<file path="src/rtl/lfk_pkg.sv">
// ----------------------------------------------------------------------------
// lfk_pkg: shared types and constants of the leg forward kinematics core
// Holds widths, the CORDIC arctangent table and the front-to-back word format.
// ----------------------------------------------------------------------------
package lfk_pkg;

	localparam int NUM_LEGS     = 4;
	localparam int ANGLE_BITS   = 16;
	localparam int CORDIC_STEPS = 16;
	localparam int LEG_W        = (NUM_LEGS > 1) ? $clog2(NUM_LEGS) : 1;
	localparam int ANG_W        = 16;
	localparam int POS_W        = 20;
	localparam int CFG_IDX_W    = 3;
	localparam int CFG_DATA_W   = 18;
	localparam int Q_W          = 34; // CORDIC x/y working width (Q30 plus growth)
	localparam int STEP_W       = $clog2(CORDIC_STEPS + 1);
	localparam int QDEPTH       = 2;

	localparam logic signed [Q_W-1:0] CORDIC_X0 = 34'sd652032874;

	localparam logic [CFG_IDX_W-1:0] REG_THIGH  = 3'd0;
	localparam logic [CFG_IDX_W-1:0] REG_CALF   = 3'd1;
	localparam logic [CFG_IDX_W-1:0] REG_FOOT   = 3'd2;
	localparam logic [CFG_IDX_W-1:0] REG_R2P    = 3'd3;
	localparam logic [CFG_IDX_W-1:0] REG_HIP_X  = 3'd4;
	localparam logic [CFG_IDX_W-1:0] REG_HIP_Y  = 3'd5;
	localparam logic [CFG_IDX_W-1:0] REG_HIP_Z  = 3'd6;
	localparam logic [CFG_IDX_W-1:0] REG_SIGNS  = 3'd7;

	// One accepted word as the front end hands it to the back end.
	typedef struct packed {
		logic                  fr_pos;
		logic                  sd_pos;
		logic [ANGLE_BITS-1:0] ph_r;
		logic [ANGLE_BITS-1:0] ph_p;
		logic [ANGLE_BITS-1:0] ph_pk;
	} lfk_job_t;

	// Arctangent of 2^-i in 1/2^32 turn, rounded half up to ANGLE_BITS.
	function automatic logic [ANGLE_BITS-1:0] atan_step(input logic [4:0] i);
		logic [31:0] t;
		logic [32:0] r;
		case (i)
			5'd0: t = 32'd536870912;   5'd1: t = 32'd316933406;
			5'd2: t = 32'd167458908;   5'd3: t = 32'd85004757;
			5'd4: t = 32'd42667331;    5'd5: t = 32'd21354465;
			5'd6: t = 32'd10679838;    5'd7: t = 32'd5340245;
			5'd8: t = 32'd2670163;     5'd9: t = 32'd1335087;
			5'd10: t = 32'd667544;     5'd11: t = 32'd333772;
			5'd12: t = 32'd166886;     5'd13: t = 32'd83443;
			5'd14: t = 32'd41722;      5'd15: t = 32'd20861;
			5'd16: t = 32'd10430;      5'd17: t = 32'd5215;
			5'd18: t = 32'd2608;       5'd19: t = 32'd1304;
			5'd20: t = 32'd652;        5'd21: t = 32'd326;
			5'd22: t = 32'd163;        5'd23: t = 32'd81;
			default: t = 32'd0;
		endcase
		r = {1'b0, t} + (33'd1 << (31 - ANGLE_BITS));
		atan_step = r[32-ANGLE_BITS +: ANGLE_BITS];
	endfunction

	// Length times Q30 trig value, rounded half up to the length's units.
	// Lengths and reaches stay within 24 signed bits and trig values within 32.
	function automatic logic signed [39:0] mulq(input logic signed [39:0] a,
	                                             input logic signed [Q_W-1:0] t);
		logic signed [23:0] a_n;
		logic signed [31:0] t_n;
		logic signed [55:0] p;
		a_n = a[23:0];
		t_n = t[31:0];
		p = 56'(a_n) * 56'(t_n) + 56'sd536870912;
		mulq = 40'(p >>> 30);
	endfunction

	function automatic logic signed [POS_W-1:0] sat(input logic signed [39:0] v);
		if (v > 40'sd524287)
			sat = 20'sd524287;
		else if (v < -40'sd524288)
			sat = -20'sd524288;
		else
			sat = v[POS_W-1:0];
	endfunction

endpackage

</file>
<file path="src/rtl/lfk_queue.sv">
// ----------------------------------------------------------------------------
// lfk_queue: short word queue between the front and back ends
// Register FIFO; the front only writes when a slot is known to be free.
// ----------------------------------------------------------------------------
module lfk_queue (
	input  logic              clk,
	input  logic              arst_n,
	input  logic              push,
	input  lfk_pkg::lfk_job_t push_data,
	input  logic              pop,
	output logic              not_empty,
	output logic [1:0]        count,
	output lfk_pkg::lfk_job_t head
);

	lfk_pkg::lfk_job_t mem_q [lfk_pkg::QDEPTH];
	logic              wp_q, rp_q;
	logic [1:0]        cnt_q;

	always_ff @(posedge clk or negedge arst_n) begin
		if (!arst_n) begin
			wp_q  <= 1'b0;
			rp_q  <= 1'b0;
			cnt_q <= 2'd0;
		end else begin
			if (push)
				wp_q <= ~wp_q;
			if (pop)
				rp_q <= ~rp_q;
			cnt_q <= cnt_q + 2'(push) - 2'(pop);
		end
	end

	always_ff @(posedge clk) begin
		if (push)
			mem_q[wp_q] <= push_data;
	end

	assign not_empty = cnt_q != 2'd0;
	assign count     = cnt_q;
	assign head      = mem_q[rp_q];

`ifndef SYNTH
	a_no_overflow: assert property (@(posedge clk) disable iff (!arst_n)
		push && !pop |-> cnt_q != 2'd2) else $error("queue overflow");
	a_no_underflow: assert property (@(posedge clk) disable iff (!arst_n)
		pop |-> cnt_q != 2'd0) else $error("queue underflow");
	a_count_bound: assert property (@(posedge clk) disable iff (!arst_n)
		cnt_q != 2'd3) else $error("queue count out of range");
`endif

endmodule

</file>
<file path="config.mk">
export PLATFORM = sky130hd
export DESIGN_NAME = lfk_queue
export DESIGN_NICKNAME = d
export VERILOG_FILES = /design/src/rtl/lfk_pkg.sv /design/src/rtl/lfk_queue.sv
export SDC_FILE = /design/constraint.sdc
export NUM_CORES = 1
export LEC_CHECK = 0
export BUFFER_PORTS_ARGS = -buffer_cell sky130_fd_sc_hd__clkbuf_2
export CAP_MARGIN = 20
export CORE_MARGIN = 2
export CORE_UTILIZATION = 47
export DETAILED_ROUTE_END_ITERATION = 6
export HOLD_SLACK_MARGIN = 0.05
export PLACE_DENSITY = 0.75
export SLEW_MARGIN = 20
export SYNTH_ARGS = -nofsm -noshare
export SYNTH_HDL_FRONTEND = slang
export SYNTH_SLANG_ARGS = --single-unit
</file>
<file path="constraint.sdc">
create_clock -name clk -period 3.2 [get_ports clk]
set_clock_uncertainty 0.15 [all_clocks]
set_input_delay 0.48 -clock clk [delete_from_list [all_inputs] [get_ports clk]]
set_output_delay 0.48 -clock clk [all_outputs]
set_load 0.02 [all_outputs]
</file>
==> results.json <==
{
  "outcome": "complete, no violations",
  "criticalPathCategory": "flip-flop to output pin",
  "fmax_mhz": 384,
  "grt_start_max_net_pins": 33,
  "syn_to_final_growth_pct": 20.7,
  "cp-end-kind": "output pin",
  "gp_congestion": 0.657,
  "cp_num_buf_inv": 2,
  "grt_pass1_vias": 1956,
  "yosys.area.top_type_share_pct": 74.1,
  "critPathMaxStageDelay_ns": 0.83,
  "syn_nets": 226,
  "cts_resized": 0,
  "path_max_fanout": 32,
  "grt_use_total_pct": 13.4,
  "start_util_pct": 48.8,
  "clock_tree.buffer_depth": 2,
  "layout-drive-gt1-share_pct": 61.7,
  "synth_ff_type": "edfxtp_1",
  "synth-edff-count": 100,
  "reg2reg_slack_ns": 1.42,
  "worstMarginPinSlew_ns": 0.751,
  "cts_setup_buffers": 0,
  "synth_common_cells": "edfxtp_1, mux2_4, buf_12, dfrtp_1",
  "dp_hpwl_um": 4150,
  "die_w_um": 96.9,
  "required_ns": 2.57,
  "yosys.area.top_type": "edfxtp_1",
  "syn_area_sq_um": 4050,
  "p_leak_nw": 2.03,
  "synthTopCellsByArea": "edfxtp_1, mux2_4, buf_12",
  "antenna_found_initial": 0,
  "slew_viol_final": 0,
  "final-hold-violation-count": 0,
  "critPathCapture": "head[26]",
  "period_needed_ns": 2.60,
  "ant_nets": 0,
  "period_share_pct": 81.3,
  "nFillCells": 654,
  "max_slew_margin_pct": 49.8,
  "antennaDiodeCount": 0,
  "fp-row-count": 33,
  "h-tree-depth": 3,
  "syn_inst": 170,
  "port_buffers": 106,
  "root_buffer": "clkbuf_8",
  "rsz0062_at_grt": "false",
  "crit_start": "rp_q$_DFFE_PN0P_",
  "slowest_stage": "dfrtp_4",
  "vias_per_cell": 4.84,
  "ir_worst_vdd_uv": 581,
  "path_delay_family": "flip-flops",
  "async_reset_ff_share_pct": 3.85,
  "firstDrtPassIters": 4,
  "die_area_sq_um": 9380,
  "drcViolationCount": 0,
  "drt_iter0_markers": 39,
  "clock_latency_ns": 0.35,
  "ios": 107,
  "clk_pin_slew_ns": 0.10,
  "wirelength_um": 6180,
  "ys_types": 13,
  "cp_cell_sequence": "buf_12, mux2_4, clkbuf_2",
  "synth-seq-area-share_pct": 76.5,
  "cp.arrival_ns": 1.97,
  "vias": 1911,
  "max_cap_viol_count": 0,
  "finalSetupViolations": 0,
  "p_per_area_nw_per_um2": 891,
  "yosys_warnings": 0,
  "wl_per_cell_um": 15.7,
  "r2r_end": "mem_q[0][46]$_DFFE_PP_",
  "startpoint_type": "flip-flop",
  "clock-sinks": 104,
  "r2r-start": "wp_q$_DFFE_PN0P_",
  "cts_tree": "done",
  "globalRouteOverflowTotal": 0,
  "ys_seq_elements": 104,
  "final_nets": 341,
  "hold_class": "input port to flip-flop",
  "setup-tns-final_ns": 0,
  "die_h_um": 96.9,
  "core_sq_um": 8300,
  "rr_worst_depth": 2,
  "fin_util_pct": 59.0,
  "cp_num_cells": 3,
  "syn_area_per_cell_sq_um": 23.8,
  "numCtsBuffers": 9,
  "grt_pass1_wl_um": 9540,
  "yosysMostFrequentCell": "edfxtp_1"
}
==> worst min-delay path by stage <==
stage	slack [ns]	startpoint	end	cells past startpoint
after floorplan	0.03	arst_n	count[0]$_DFF_PN0_	0
after global placement	0.14	arst_n	count[0]$_DFF_PN0_	1
after detailed placement	0.14	arst_n	count[1]$_DFF_PN0_	1
after CTS	0.13	push_data[30]	mem_q[0][30]$_DFFE_PP_	1
after global routing	0.12	push_data[32]	mem_q[0][32]$_DFFE_PP_	1
final	0.15	push_data[30]	mem_q[0][30]$_DFFE_PP_	1
==> sequential cells by signal, summed over array words and instances, names as in the netlist <==
name / count
count: 2
mem_q: 100
rp_q: 1
wp_q: 1
==> metal layers <==
metal / vias up / global-route usage, % / routed length (um)
met5: - / 0 / 0
li1: 893 / - / -
met4: 0 / 7.26 / 163
met1: 939 / 14.3 / 2370
met3: 14 / 4.26 / 343
met2: 65 / 23.6 / 3310
==> worst reg2reg max path: stages (launching register included) <==
cell     delay [ns]
dfrtp_1        0.43
nor2b_4        0.62
buf_12         0.29
==> layout make-up <==
cell class	instances	area, sq um	share of cell area (%)
repair buffers	110	601	12.3
flip-flops and latches	104	3110	63.5
well taps	105	131	2.68
multi-input cells	58	841	17.2
inverters	2	7.51	0.153
clock inverters	7	83.8	1.71
clock buffers	9	124	2.53
==> cell families after synthesis <==
group | after synthesis | share of synthesized area [%]
XOR/XNOR | 3 | 1.02
AND/OR/NAND/NOR | 3 | 0.463
multiplexers | 50 | 18.4
buffers and inverters | 8 | 2.93
adder cells (fa/ha/maj) | 2 | 0.617
flip-flops | 104 | 76.5
==> cell usage in the layout, fill, tap and decap left out <==
cell             n
buf_12           3
ha_1             2
inv_1            2
dfrtp_4          1
xor2_1           2
mux2_4          49
and2_2           1
dfrtp_1          3
inv_8            1
nor2b_4          1
bufinv_16        1
clkinv_4         1
clkbuf_8         9
dlygate4sd3_1    1
or2_2            1
inv_6            3
clkbuf_2       106
edfxtp_1       100
mux2_2           1
clkinvlp_4       1
xor3_1           1
==> through the flow <==
stage	power, mW	hold slack, ns	area [sq um]	setup WS, ns	cells
after detailed placement	3.59	0.143	4680	0.965	378
after global placement	3.56	0.142	4680	0.978	378
after floorplan	3.24	0.0344	4060	0.823	170
after CTS	4.42	0.130	4890	0.555	395
final	4.36	0.150	4890	0.599	395
after global routing	4.57	0.122	4890	0.513	395
==> report_power, final <==
group | switching, mW | internal (mW) | total [mW]
clock | 0.458 | 0.377 | 0.835
sequential | 0.182 | 1.81 | 1.99
combinational | 0.786 | 0.747 | 1.53
total | 1.43 | 2.93 | 4.36
==> what timing repair did <==
item,CTS,global route
hold endpoints to repair,4,0
hold buffers,1,0
setup endpoints to repair,0,0
Note: power is estimated with default switching activity, not from simulation.
