<file path="config.mk">
export PLATFORM = sky130hd
export DESIGN_NAME = lfk_front
export DESIGN_NICKNAME = d
export VERILOG_FILES = /design/src/rtl/lfk_pkg.sv /design/src/rtl/lfk_front.sv
export SDC_FILE = /design/constraint.sdc
export NUM_CORES = 1
export LEC_CHECK = 0
export BUFFER_PORTS_ARGS = -buffer_cell sky130_fd_sc_hd__buf_2
export CAP_MARGIN = 20
export CORE_UTILIZATION = 41
export DETAILED_ROUTE_END_ITERATION = 10
export HOLD_SLACK_MARGIN = 0.12
export PLACE_DENSITY = 0.75
export SKIP_CTS_REPAIR_TIMING = 1
export SLEW_MARGIN = 15
export SYNTH_ARGS = -nofsm -noshare
export SYNTH_HDL_FRONTEND = slang
export SYNTH_SLANG_ARGS = --single-unit
</file>
<file path="constraint.sdc">
create_clock -name clk -period 0.8 [get_ports clk]
set_input_delay 0.04 -clock clk [delete_from_list [all_inputs] [get_ports clk]]
set_output_delay 0.04 -clock clk [all_outputs]
set_load 0.01 [all_outputs]
</file>
<file path="src/rtl/lfk_pkg.sv">
// ----------------------------------------------------------------------------
// lfk_pkg: shared types and constants of the leg forward kinematics core
// Holds widths, the CORDIC arctangent table and the front-to-back word format.
// ----------------------------------------------------------------------------
package lfk_pkg;

	localparam int NUM_LEGS     = 4;
	localparam int ANGLE_BITS   = 16;
	localparam int CORDIC_STEPS = 16;
	localparam int LEG_W        = (NUM_LEGS > 1) ? $clog2(NUM_LEGS) : 1;
	localparam int ANG_W        = 16;
	localparam int POS_W        = 20;
	localparam int CFG_IDX_W    = 3;
	localparam int CFG_DATA_W   = 18;
	localparam int Q_W          = 34; // CORDIC x/y working width (Q30 plus growth)
	localparam int STEP_W       = $clog2(CORDIC_STEPS + 1);
	localparam int QDEPTH       = 2;

	localparam logic signed [Q_W-1:0] CORDIC_X0 = 34'sd652032874;

	localparam logic [CFG_IDX_W-1:0] REG_THIGH  = 3'd0;
	localparam logic [CFG_IDX_W-1:0] REG_CALF   = 3'd1;
	localparam logic [CFG_IDX_W-1:0] REG_FOOT   = 3'd2;
	localparam logic [CFG_IDX_W-1:0] REG_R2P    = 3'd3;
	localparam logic [CFG_IDX_W-1:0] REG_HIP_X  = 3'd4;
	localparam logic [CFG_IDX_W-1:0] REG_HIP_Y  = 3'd5;
	localparam logic [CFG_IDX_W-1:0] REG_HIP_Z  = 3'd6;
	localparam logic [CFG_IDX_W-1:0] REG_SIGNS  = 3'd7;

	// One accepted word as the front end hands it to the back end.
	typedef struct packed {
		logic                  fr_pos;
		logic                  sd_pos;
		logic [ANGLE_BITS-1:0] ph_r;
		logic [ANGLE_BITS-1:0] ph_p;
		logic [ANGLE_BITS-1:0] ph_pk;
	} lfk_job_t;

	// Arctangent of 2^-i in 1/2^32 turn, rounded half up to ANGLE_BITS.
	function automatic logic [ANGLE_BITS-1:0] atan_step(input logic [4:0] i);
		logic [31:0] t;
		logic [32:0] r;
		case (i)
			5'd0: t = 32'd536870912;   5'd1: t = 32'd316933406;
			5'd2: t = 32'd167458908;   5'd3: t = 32'd85004757;
			5'd4: t = 32'd42667331;    5'd5: t = 32'd21354465;
			5'd6: t = 32'd10679838;    5'd7: t = 32'd5340245;
			5'd8: t = 32'd2670163;     5'd9: t = 32'd1335087;
			5'd10: t = 32'd667544;     5'd11: t = 32'd333772;
			5'd12: t = 32'd166886;     5'd13: t = 32'd83443;
			5'd14: t = 32'd41722;      5'd15: t = 32'd20861;
			5'd16: t = 32'd10430;      5'd17: t = 32'd5215;
			5'd18: t = 32'd2608;       5'd19: t = 32'd1304;
			5'd20: t = 32'd652;        5'd21: t = 32'd326;
			5'd22: t = 32'd163;        5'd23: t = 32'd81;
			default: t = 32'd0;
		endcase
		r = {1'b0, t} + (33'd1 << (31 - ANGLE_BITS));
		atan_step = r[32-ANGLE_BITS +: ANGLE_BITS];
	endfunction

	// Length times Q30 trig value, rounded half up to the length's units.
	// Lengths and reaches stay within 24 signed bits and trig values within 32.
	function automatic logic signed [39:0] mulq(input logic signed [39:0] a,
	                                             input logic signed [Q_W-1:0] t);
		logic signed [23:0] a_n;
		logic signed [31:0] t_n;
		logic signed [55:0] p;
		a_n = a[23:0];
		t_n = t[31:0];
		p = 56'(a_n) * 56'(t_n) + 56'sd536870912;
		mulq = 40'(p >>> 30);
	endfunction

	function automatic logic signed [POS_W-1:0] sat(input logic signed [39:0] v);
		if (v > 40'sd524287)
			sat = 20'sd524287;
		else if (v < -40'sd524288)
			sat = -20'sd524288;
		else
			sat = v[POS_W-1:0];
	endfunction

endpackage

</file>
<file path="src/rtl/lfk_front.sv">
// ----------------------------------------------------------------------------
// lfk_front: input stage
// Takes a word, clamps the leg, looks up its signs and forms the three phases.
// ----------------------------------------------------------------------------
module lfk_front (
	input  logic                            clk,
	input  logic                            arst_n,
	input  logic                            take,
	input  logic [lfk_pkg::LEG_W-1:0]       leg_index,
	input  logic signed [15:0]              roll_angle,
	input  logic signed [15:0]              pitch_angle,
	input  logic signed [15:0]              knee_angle,
	input  logic [7:0]                      signs,
	output logic                            job_valid,
	output lfk_pkg::lfk_job_t               job
);

	logic [lfk_pkg::LEG_W-1:0]      leg_c;
	logic [lfk_pkg::ANGLE_BITS-1:0] pr, pp, pk;
	logic                           valid_q;
	lfk_pkg::lfk_job_t              job_q;

	function automatic logic [lfk_pkg::ANGLE_BITS-1:0] to_phase(input logic [15:0] raw);
		if (lfk_pkg::ANGLE_BITS >= 16)
			to_phase = lfk_pkg::ANGLE_BITS'({raw, 8'd0} >> (24 - lfk_pkg::ANGLE_BITS));
		else
			to_phase = lfk_pkg::ANGLE_BITS'(raw >> (16 - lfk_pkg::ANGLE_BITS));
	endfunction

	always_comb begin
		if (32'(leg_index) >= lfk_pkg::NUM_LEGS)
			leg_c = lfk_pkg::LEG_W'(lfk_pkg::NUM_LEGS - 1);
		else
			leg_c = leg_index;
		pr = to_phase(roll_angle);
		pp = to_phase(pitch_angle);
		pk = to_phase(knee_angle);
	end

	always_ff @(posedge clk or negedge arst_n) begin
		if (!arst_n)
			valid_q <= 1'b0;
		else
			valid_q <= take;
	end

	always_ff @(posedge clk) begin
		if (take) begin
			job_q.fr_pos <= signs[{leg_c, 1'b0}];
			job_q.sd_pos <= signs[{leg_c, 1'b1}];
			job_q.ph_r   <= pr;
			job_q.ph_p   <= pp;
			job_q.ph_pk  <= pp + pk;
		end
	end

	assign job_valid = valid_q;
	assign job       = job_q;

endmodule

</file>
==> results of run 1 <==
state kept, by name (all words and copies together), names as in the netlist:
| signal | count |
|---|---|
| job_valid | 1 |
| job | 50 |
cell families after synthesis:
kind of cell	Yosys count
AOI/OAI and AO/OA	40
xor gates and xnor gates	15
adders and majority gates	16
buffers and inverters	5
DFF	51
muxes	3
and+or+nand+nor	24
power by group through the flow:
stage	clock network [mW]	logic (mW)	registers, mW
after global placement	0	1.62	3.39
after CTS	1.80	1.66	3.33
after floorplan	0	0.648	3.56
final	1.77	2.12	3.33
after global routing	1.89	2.27	3.35
after detailed placement	0	1.66	3.39
Yosys cell counts (all sizes together):
library cell	n	area [um^2]
nor2b	1	6.26
mux4	2	45.0
clkbuf	1	3.75
a21oi	17	85.1
clkinv	1	3.75
nor2	5	18.8
a2bb2oi	1	8.76
nand3	5	25.0
fa	1	20.0
edfxtp	50	1500
ha	15	188
nand2	8	30.0
o41ai	1	16.3
a211oi	1	12.5
a21o	3	30.0
and3	1	6.26
dfrtp	1	25.0
o211ai	3	22.5
or2	1	6.26
xnor2	10	87.6
xor2	5	43.8
a31oi	1	6.26
o22ai	1	6.26
a311oi	2	23.8
o21bai	2	15.0
o21ai	7	35.0
nor3	3	15.0
mux2i	1	10.0
a211o	1	8.76
inv	3	11.3
final cells by class:
cell class | instances | area (um^2)
Timing Repair Buffer | 192 | 1320
Multi-Input combinational cell | 98 | 1140
Sequential cell | 51 | 1530
Fill cell | 332 | 1270
Clock buffer | 6 | 72.6
Clock inverter | 2 | 37.5
Inverter | 4 | 15.0
Tap cell | 72 | 90.1
layout by cell type, fill, tap and decap left out, drive strengths merged:
cell,instances
buf,158
edfxtp,50
dlygate4sd3,34
a21oi,17
ha,15
xnor2,10
nand2,8
o21ai,7
clkbuf,6
xor2,5
nand3,5
nor2,5
o211ai,3
inv,3
a21o,3
nor3,3
mux4,2
a311oi,2
o21bai,2
o22ai,1
nor2b,1
and3,1
a31oi,1
a2bb2oi,1
a211oi,1
or2,1
mux2i,1
clkinv,1
o41ai,1
a211o,1
fa,1
clkinvlp,1
bufinv,1
dfrtp,1
through the flow:
| step | utilization (%) | setup WS (ps) | TNS (ps) | instance area, um^2 |
|---|---|---|---|---|
| final | 76.8 | -813 | -9360 | 4200 |
| after CTS | 64.8 | -778 | -9210 | 3550 |
| after global routing | 76.8 | -873 | -11260 | 4200 |
| after detailed placement | 62.8 | -1110 | -11440 | 3440 |
| after floorplan | - | -858 | -6880 | 2470 |
| after global placement | 62.8 | -1040 | -11120 | 3440 |
metal layers:
| metal | up-vias | part of all wire, % | track usage [%] |
|---|---|---|---|
| li1 | 996 | - | - |
| met1 | 984 | 42 | 22.3 |
| met2 | 85 | 52 | 29.1 |
| met3 | 11 | 4.7 | 4.29 |
| met4 | 0 | 1.6 | 7.74 |
| met5 | - | 0 | 0 |
worst min-delay path by stage:
stage / startpoint / endpoint / slack [ps] / cells after the start
after global routing: pitch_angle[0] / job[16] / -90 / 1
after detailed placement: arst_n / job_valid / -180 / 1
final: pitch_angle[0] / job[16] / -70 / 1
after CTS: arst_n / job_valid / -510 / 1
after global placement: arst_n / job_valid / -180 / 1
after floorplan: arst_n / job_valid / -260 / 0
==> results.json, run 1 <==
{
  "setup_viol": 65,
  "slowest_delay_ps": 350,
  "grt_pass1_vias": 1752,
  "finalPower_mw": 7.23,
  "grt_overflow": 0,
  "via_per_inst": 4.88,
  "nets": 429,
  "drtAntennaViolNets": 0,
  "path_cells": "buf_6 -> ha_4 -> fa_2 -> a21o_4 -> a311oi_4 -> nor3_2 -> o41ai_2 -> xnor2_1",
  "die-area_um2": 5960,
  "period_share_pct": 202,
  "dp.cells": 378,
  "crit_start": "pitch_angle[0]",
  "drt_iter0_drc": 83,
  "synthToLayoutAreaGrowth_pct": 81.4,
  "die_y_um": 77.2,
  "path_delay_family": "compound AO/OA/AOI/OAI gates",
  "grt_use_total_pct": 17.8,
  "dp_hpwl_mm": 4.14,
  "ios": 112,
  "timing.hold.ws_ps": -72.6,
  "tightest_slew_ps": 393,
  "io_buffers": 111,
  "numCtsBuffers": 5,
  "endpoint_kind": "register",
  "synth_top_family_by_area": "compound AO/OA/AOI/OAI gates",
  "core_area_um2": 5470,
  "max_cap_violations": 0,
  "cts-root-buf": "clkbuf_8",
  "drv_slew": 0,
  "cp.depth": 8,
  "fp.dieW_um": 77.2,
  "synth_seq_cells": 51,
  "cts_htree_levels": 2,
  "synth_area_um2": 2320,
  "synth-compound-area-share_pct": 11.7,
  "yosys-mux-area-fraction_pct": 2.38,
  "synth_cell_types": 33,
  "initial_core_util_pct": 42.3,
  "timing.max_slew.rel_slack_pct": 73.7,
  "antenna_found_initial": 0,
  "syn_inst": 154,
  "syn_avg_cell_area_um2": 15.0,
  "path_max_fanout": 3,
  "ys_warn_count": 0,
  "worstPathArrival_ps": 1680,
  "final_cells": 425,
  "p_sw_mw": 1.91,
  "required_ps": 870,
  "seq_area_frac_synth_pct": 65.9,
  "clock-sinks": 51,
  "finalHoldViolations": 1,
  "synth_xor_area_share_pct": 5.67,
  "cts_tree": "done",
  "drive_gt1_share_pct": 61.5,
  "min_path_type": "in2reg",
  "grt_max_degree": 25,
  "fmax_mhz": 620,
  "critPathLaunchType": "input pin",
  "fp-row-count": 27,
  "grt_first_pass_wirelength_mm": 8.18,
  "antenna_cells": 0,
  "clk_pin_slew_ps": 100,
  "vias": 2076,
  "synthAdderAreaFrac_pct": 8.96,
  "status": "finished with violations",
  "netSwitchingFraction_pct": 26.5,
  "setup_ws_ps": -813,
  "cts_max_path_buffers": 2,
  "drt-total-wl_mm": 6.71,
  "critPathCapture": "job[12]",
  "ir_drop_mv": 0.883,
  "drc": 0,
  "p_int_mw": 5.31,
  "combPwrFrac_pct": 29.4,
  "violations": "negative hold slack, negative setup slack",
  "yosys.area_share.simple_pct": 4.64,
  "leakage_nw": 1.76,
  "p_seq_share_pct": 46.1,
  "syn_nets": 231,
  "rsz0062_at_grt": "yes",
  "finalWeightedCongestion": 0.817,
  "drt-pass1-iter-count": 4,
  "p_clk_share_pct": 24.5,
  "cp_num_buf_inv": 1,
  "worstSetupPathType": "in2reg",
  "wl_per_cell_um": 15.8,
  "period_needed_ps": 1610,
  "p_per_area_nw_per_um2": 1720,
  "slowest_stage": "fa_2"
}
No activity file was read; power rests on OpenSTA's default activity.
==> run 2: changes to the inputs <==
--- a/config.mk
+++ b/config.mk
@@ -5,9 +5,10 @@
 export SDC_FILE = /design/constraint.sdc
 export NUM_CORES = 1
 export LEC_CHECK = 0
+export ABC_AREA = 1
 export BUFFER_PORTS_ARGS = -buffer_cell sky130_fd_sc_hd__buf_2
 export CAP_MARGIN = 20
-export CORE_UTILIZATION = 41
+export CORE_UTILIZATION = 42
 export DETAILED_ROUTE_END_ITERATION = 10
 export HOLD_SLACK_MARGIN = 0.12
 export PLACE_DENSITY = 0.75
==> results.json, run 2 <==
{
  "period_needed_ps": 1180,
  "syn_inst": 239,
  "path_max_fanout": 3,
  "nets": 490,
  "synth_seq_cells": 51,
  "antenna_found_initial": 0,
  "dp.cells": 440,
  "yosysMostFrequentCell": "nand2_1",
  "die_y_um": 79.3,
  "max_cap_violations": 0,
  "netSwitchingFraction_pct": 27.6,
  "antenna_cells": 0,
  "core_area_um2": 5640,
  "worstSetupPathType": "in2reg",
  "syn_avg_cell_area_um2": 10.5,
  "fp-row-count": 27,
  "ios": 112,
  "drv_slew": 0,
  "drtAntennaViolNets": 0,
  "synth_cell_types": 21,
  "status": "finished with violations",
  "finalHoldViolations": 1,
  "synth-async-reset-ratio_pct": 1.96,
  "cts_max_path_buffers": 2,
  "drive_gt1_share_pct": 48.1,
  "drt-pass1-iter-count": 4,
  "clock-sinks": 51,
  "violations": "negative hold slack, negative setup slack",
  "grt_overflow": 0,
  "tightest_slew_ps": 234,
  "cts_htree_levels": 2,
  "final_common_cell": "buf_2",
  "setup_ws_ps": -381,
  "required_ps": 860,
  "synth_top_flop_cell": "edfxtp_1",
  "ir_drop_mv": 0.846,
  "p_sw_mw": 1.87,
  "wl_per_cell_um": 13.2,
  "synthToLayoutAreaGrowth_pct": 63.4,
  "worstPathArrival_ps": 1240,
  "ys_warn_count": 0,
  "dp_hpwl_mm": 4.43,
  "grt_use_total_pct": 18.6,
  "cts_tree": "done",
  "seq_area_frac_synth_pct": 60.8,
  "via_per_inst": 4.64,
  "p_seq_share_pct": 49.1,
  "setup_viol": 64,
  "timing.hold.ws_ps": -81.2,
  "p_int_mw": 4.90,
  "grt_pass1_vias": 2032,
  "numCtsBuffers": 5,
  "p_per_area_nw_per_um2": 1650,
  "leakage_nw": 1.93,
  "min_path_type": "in2reg",
  "period_share_pct": 148,
  "drt_iter0_drc": 90,
  "rsz0062_at_grt": "yes",
  "drt-total-wl_mm": 6.42,
  "critPathCapture": "job[6]",
  "largest_reg_flops": 50,
  "p_clk_share_pct": 23.2,
  "fp.dieW_um": 79.3,
  "grt_first_pass_wirelength_mm": 8.96,
  "synth.top_cells.by_area": "edfxtp_1 (60%), nand2_1 (11%), ha_1 (7.5%)",
  "final_cell_mix": "buf_2 (107), nand2_1 (56), edfxtp_1 (50), inv_1 (35), dlygate4sd3_1 (34)",
  "vias": 2256,
  "fin_tns_setup_ps": -5950,
  "io_buffers": 111,
  "crit_start": "pitch_angle[0]",
  "final_cells": 486,
  "timing.max_slew.rel_slack_pct": 84.4,
  "drc": 0,
  "synth_edf_count": 50,
  "cts-root-buf": "clkbuf_8",
  "synth.top_cell.area_share_pct": 59.8,
  "clk_pin_slew_ps": 90,
  "synth_area_um2": 2510,
  "combPwrFrac_pct": 27.7,
  "syn_nets": 316,
  "ys_top_cells_by_count": "nand2_1 (73), edfxtp_1 (50), inv_1 (36)",
  "fmax_mhz": 847,
  "synth_area_leader_cell": "edfxtp_1",
  "initial_core_util_pct": 44.5,
  "endpoint_kind": "register",
  "critPathLaunchType": "input pin",
  "grt_max_degree": 28,
  "finalWeightedCongestion": 0.836,
  "die-area_um2": 6290
}
[run 2: stage by stage]
step	setup slack, ps	power, mW	hold slack [ps]	utilization, %	cell area, um^2
after floorplan	-470	4.18	-256	-	2670
after global placement	-647	4.90	-182	61.5	3470
after detailed placement	-685	4.93	-184	61.5	3470
after CTS	-345	6.49	-513	63.3	3570
final	-381	6.77	-81.2	72.8	4110
after global routing	-407	7.09	-95.0	72.8	4110
[run 2: how the worst min path moves through the flow]
stage	slack (ps)	cells past startpoint	start	to
2_1_floorplan	-260	0	arst_n	job_valid
3_3_place_gp	-180	1	arst_n	job_valid
3_5_place_dp	-180	1	arst_n	job_valid
4_1_cts	-510	1	arst_n	job_valid
5_1_grt	-100	1	pitch_angle[0]	job[16]
6_report	-80	1	pitch_angle[0]	job[16]
[run 2: final cells by class]
type | instances | area [um^2]
clock buffers | 6 | 82.6
clock inverters | 2 | 16.3
fillers | 380 | 1540
inverters | 38 | 143
multi-input cells | 150 | 1130
flip-flops and latches | 51 | 1530
well taps | 72 | 90.1
repair buffers | 167 | 1120
[run 2: metal layers]
| layer | vias up | GRT usage, % | part of all wire [%] |
|---|---|---|---|
| met1 | 1024 | 22.6 | 41 |
| met4 | 0 | 7.09 | 1.8 |
| li1 | 1124 | - | - |
| met5 | - | 0 | 0 |
| met2 | 98 | 32.0 | 51 |
| met3 | 10 | 3.91 | 5.9 |
[run 2: worst max-delay path: stages]
cell      delay (ps)
buf_6            100
ha_4             150
fa_2             350
nand2_2           80
nand2_2           50
nand3b_1         110
nand2_2           90
buf_4            140
xor2_1           130
[run 2: logic make-up (layout without fill, tap and decap cells)]
kind of cell	count (synthesis)	in the layout	share of synthesized area, %
simple gates	113	113	19.7
flops	51	51	60.8
compound gates	13	13	2.84
buf+inv	38	213	5.68
fa+ha+maj	16	16	8.27
xor+xnor	8	8	2.79
[run 2: power by group through the flow]
stage                     Clock (mW)  Sequential (mW)  Combinational [mW]
after global routing            1.67             3.34                2.07
after global placement             0             3.37                1.52
after CTS                       1.61             3.32                1.57
final                           1.57             3.32                1.88
after floorplan                    0             3.54               0.644
after detailed placement           0             3.37                1.56
==> run 3: changes to the inputs <==
--- a/config.mk
+++ b/config.mk
@@ -11,7 +11,7 @@
 export CORE_UTILIZATION = 42
 export DETAILED_ROUTE_END_ITERATION = 10
 export HOLD_SLACK_MARGIN = 0.12
-export PLACE_DENSITY = 0.75
+export PLACE_DENSITY = 0.85
 export SKIP_CTS_REPAIR_TIMING = 1
 export SLEW_MARGIN = 15
 export SYNTH_ARGS = -nofsm -noshare
==> results.json, run 3 (synthesis results as in run 2) <==
{
  "status": "finished with violations",
  "violations": "negative hold slack, negative setup slack",
  "max_cap_violations": 0,
  "period_needed_ps": 1130,
  "finalPower_mw": 6.93,
  "fp-row-count": 27,
  "cts_tree": "done",
  "via_per_inst": 4.70,
  "fmax_mhz": 884,
  "setup_viol": 63,
  "cts_max_path_buffers": 2,
  "drt_iter0_drc": 107,
  "p_int_mw": 5.07,
  "required_ps": 880,
  "dp_hpwl_mm": 4.49,
  "worstSetupPathType": "in2reg",
  "final_common_cell": "buf_2",
  "cts-root-buf": "clkbuf_8",
  "final_cell_mix": "buf_2 (107), nand2_1 (58), edfxtp_1 (50), inv_1 (35), dlygate4sd3_1 (34)",
  "die_y_um": 79.3,
  "largest_reg_flops": 50,
  "nets": 484,
  "p_clk_share_pct": 26.0,
  "critPathLaunchType": "input pin",
  "drtAntennaViolNets": 0,
  "slowest_stage": "fa_2",
  "tightest_slew_ps": 232,
  "p_seq_share_pct": 48.0,
  "initial_core_util_pct": 44.5,
  "drt-pass1-iter-count": 6,
  "numCtsBuffers": 5,
  "clk_pin_slew_ps": 90,
  "grt_max_degree": 27,
  "slowest_delay_ps": 340,
  "clock-sinks": 51,
  "finalWeightedCongestion": 0.805,
  "ios": 112,
  "io_buffers": 111,
  "p_sw_mw": 1.86,
  "antenna_cells": 0,
  "num-fill-cells": 342,
  "preCtsSetupSlack_ps": -706,
  "finalHoldViolations": 1,
  "grt_overflow": 0,
  "p_per_area_nw_per_um2": 1720,
  "core_area_um2": 5640,
  "drive_gt1_share_pct": 45.6,
  "drc": 0,
  "synthToLayoutAreaGrowth_pct": 60.6,
  "path_max_fanout": 3,
  "period_share_pct": 141,
  "timing.max_slew.rel_slack_pct": 84.5,
  "drv_slew": 0,
  "path_cells": "buf_6 -> ha_4 -> fa_2 -> nand2_1 -> nand2_1 -> nand3b_1 -> nand2_2 -> nand2_2 -> nand2_1 -> nand2_1 -> nand2_1",
  "grt_pass1_vias": 2101,
  "rsz0062_at_grt": "yes",
  "cts_htree_levels": 2,
  "grt_first_pass_wirelength_mm": 8.94,
  "endpoint_kind": "register",
  "grt_use_total_pct": 18.8,
  "final_area_um2": 4040,
  "worstPathArrival_ps": 1210,
  "min_path_type": "in2reg",
  "antenna_found_initial": 0,
  "place_area_um2": 3450,
  "fp.dieW_um": 79.3,
  "leakage_nw": 1.90,
  "combPwrFrac_pct": 26.0,
  "drt-total-wl_mm": 6.36,
  "wl_per_cell_um": 13.2,
  "ir_drop_mv": 0.970,
  "die-area_um2": 6290,
  "setup_ws_ps": -331,
  "vias": 2256,
  "timing.hold.ws_ps": -81.0,
  "crit_top_cell": "nand2_1",
  "netSwitchingFraction_pct": 26.8
}
run 3: worst max-delay path: cells and delay by family:
family / cells / cell delay, ps
buffers and inverters: 1 / 100
and+or+nand+nor: 8 / 570
adders and majority gates: 2 / 490
run 3: final timing paths:
kind                       slack, ps  cells after the start         to            from
setup / recovery                -330                     11    job[14]  pitch_angle[0]
max in group asynchronous        150                      3  job_valid          arst_n
min in group asynchronous        550                      3  job_valid          arst_n
hold / removal                   -80                      1    job[16]  pitch_angle[0]
run 3: metrics by stage:
step                      std cells  setup TNS (ps)  hold WS, ps  util (%)
after floorplan                 239           -4620         -256         -
after global placement          437           -7410         -184      61.1
after detailed placement        437           -7750         -184      61.1
after CTS                       445           -6500         -517      63.1
after global routing            480           -8070        -87.1      71.5
final                           480           -6090        -81.0      71.5
run 3: power groups by stage:
stage / Sequential [mW] / Combinational [mW] / Clock (mW)
floorplan: 3.54 / 0.644 / 0
global placement: 3.37 / 1.49 / 0
detailed placement: 3.38 / 1.55 / 0
CTS: 3.32 / 1.56 / 1.81
global route: 3.35 / 1.98 / 1.90
finish: 3.33 / 1.80 / 1.80
run 3: cell type report:
cell class | instances | area [um^2] | share of cell area, %
Timing Repair Buffer | 161 | 1070 | 26.5
Sequential cell | 51 | 1530 | 37.8
Multi-Input combinational cell | 150 | 1100 | 27.2
Tap cell | 72 | 90.1 | 2.23
Clock buffer | 6 | 72.6 | 1.80
Inverter | 38 | 143 | 3.53
Clock inverter | 2 | 37.5 | 0.930
run 3: layer usage:
layer	GRT usage [%]	up-vias	part of all wire, %
li1	-	1120	-
met1	20.3	1031	40
met2	34.0	88	52
met3	4.60	17	5.6
met4	9.27	0	2.8
met5	0	-	0
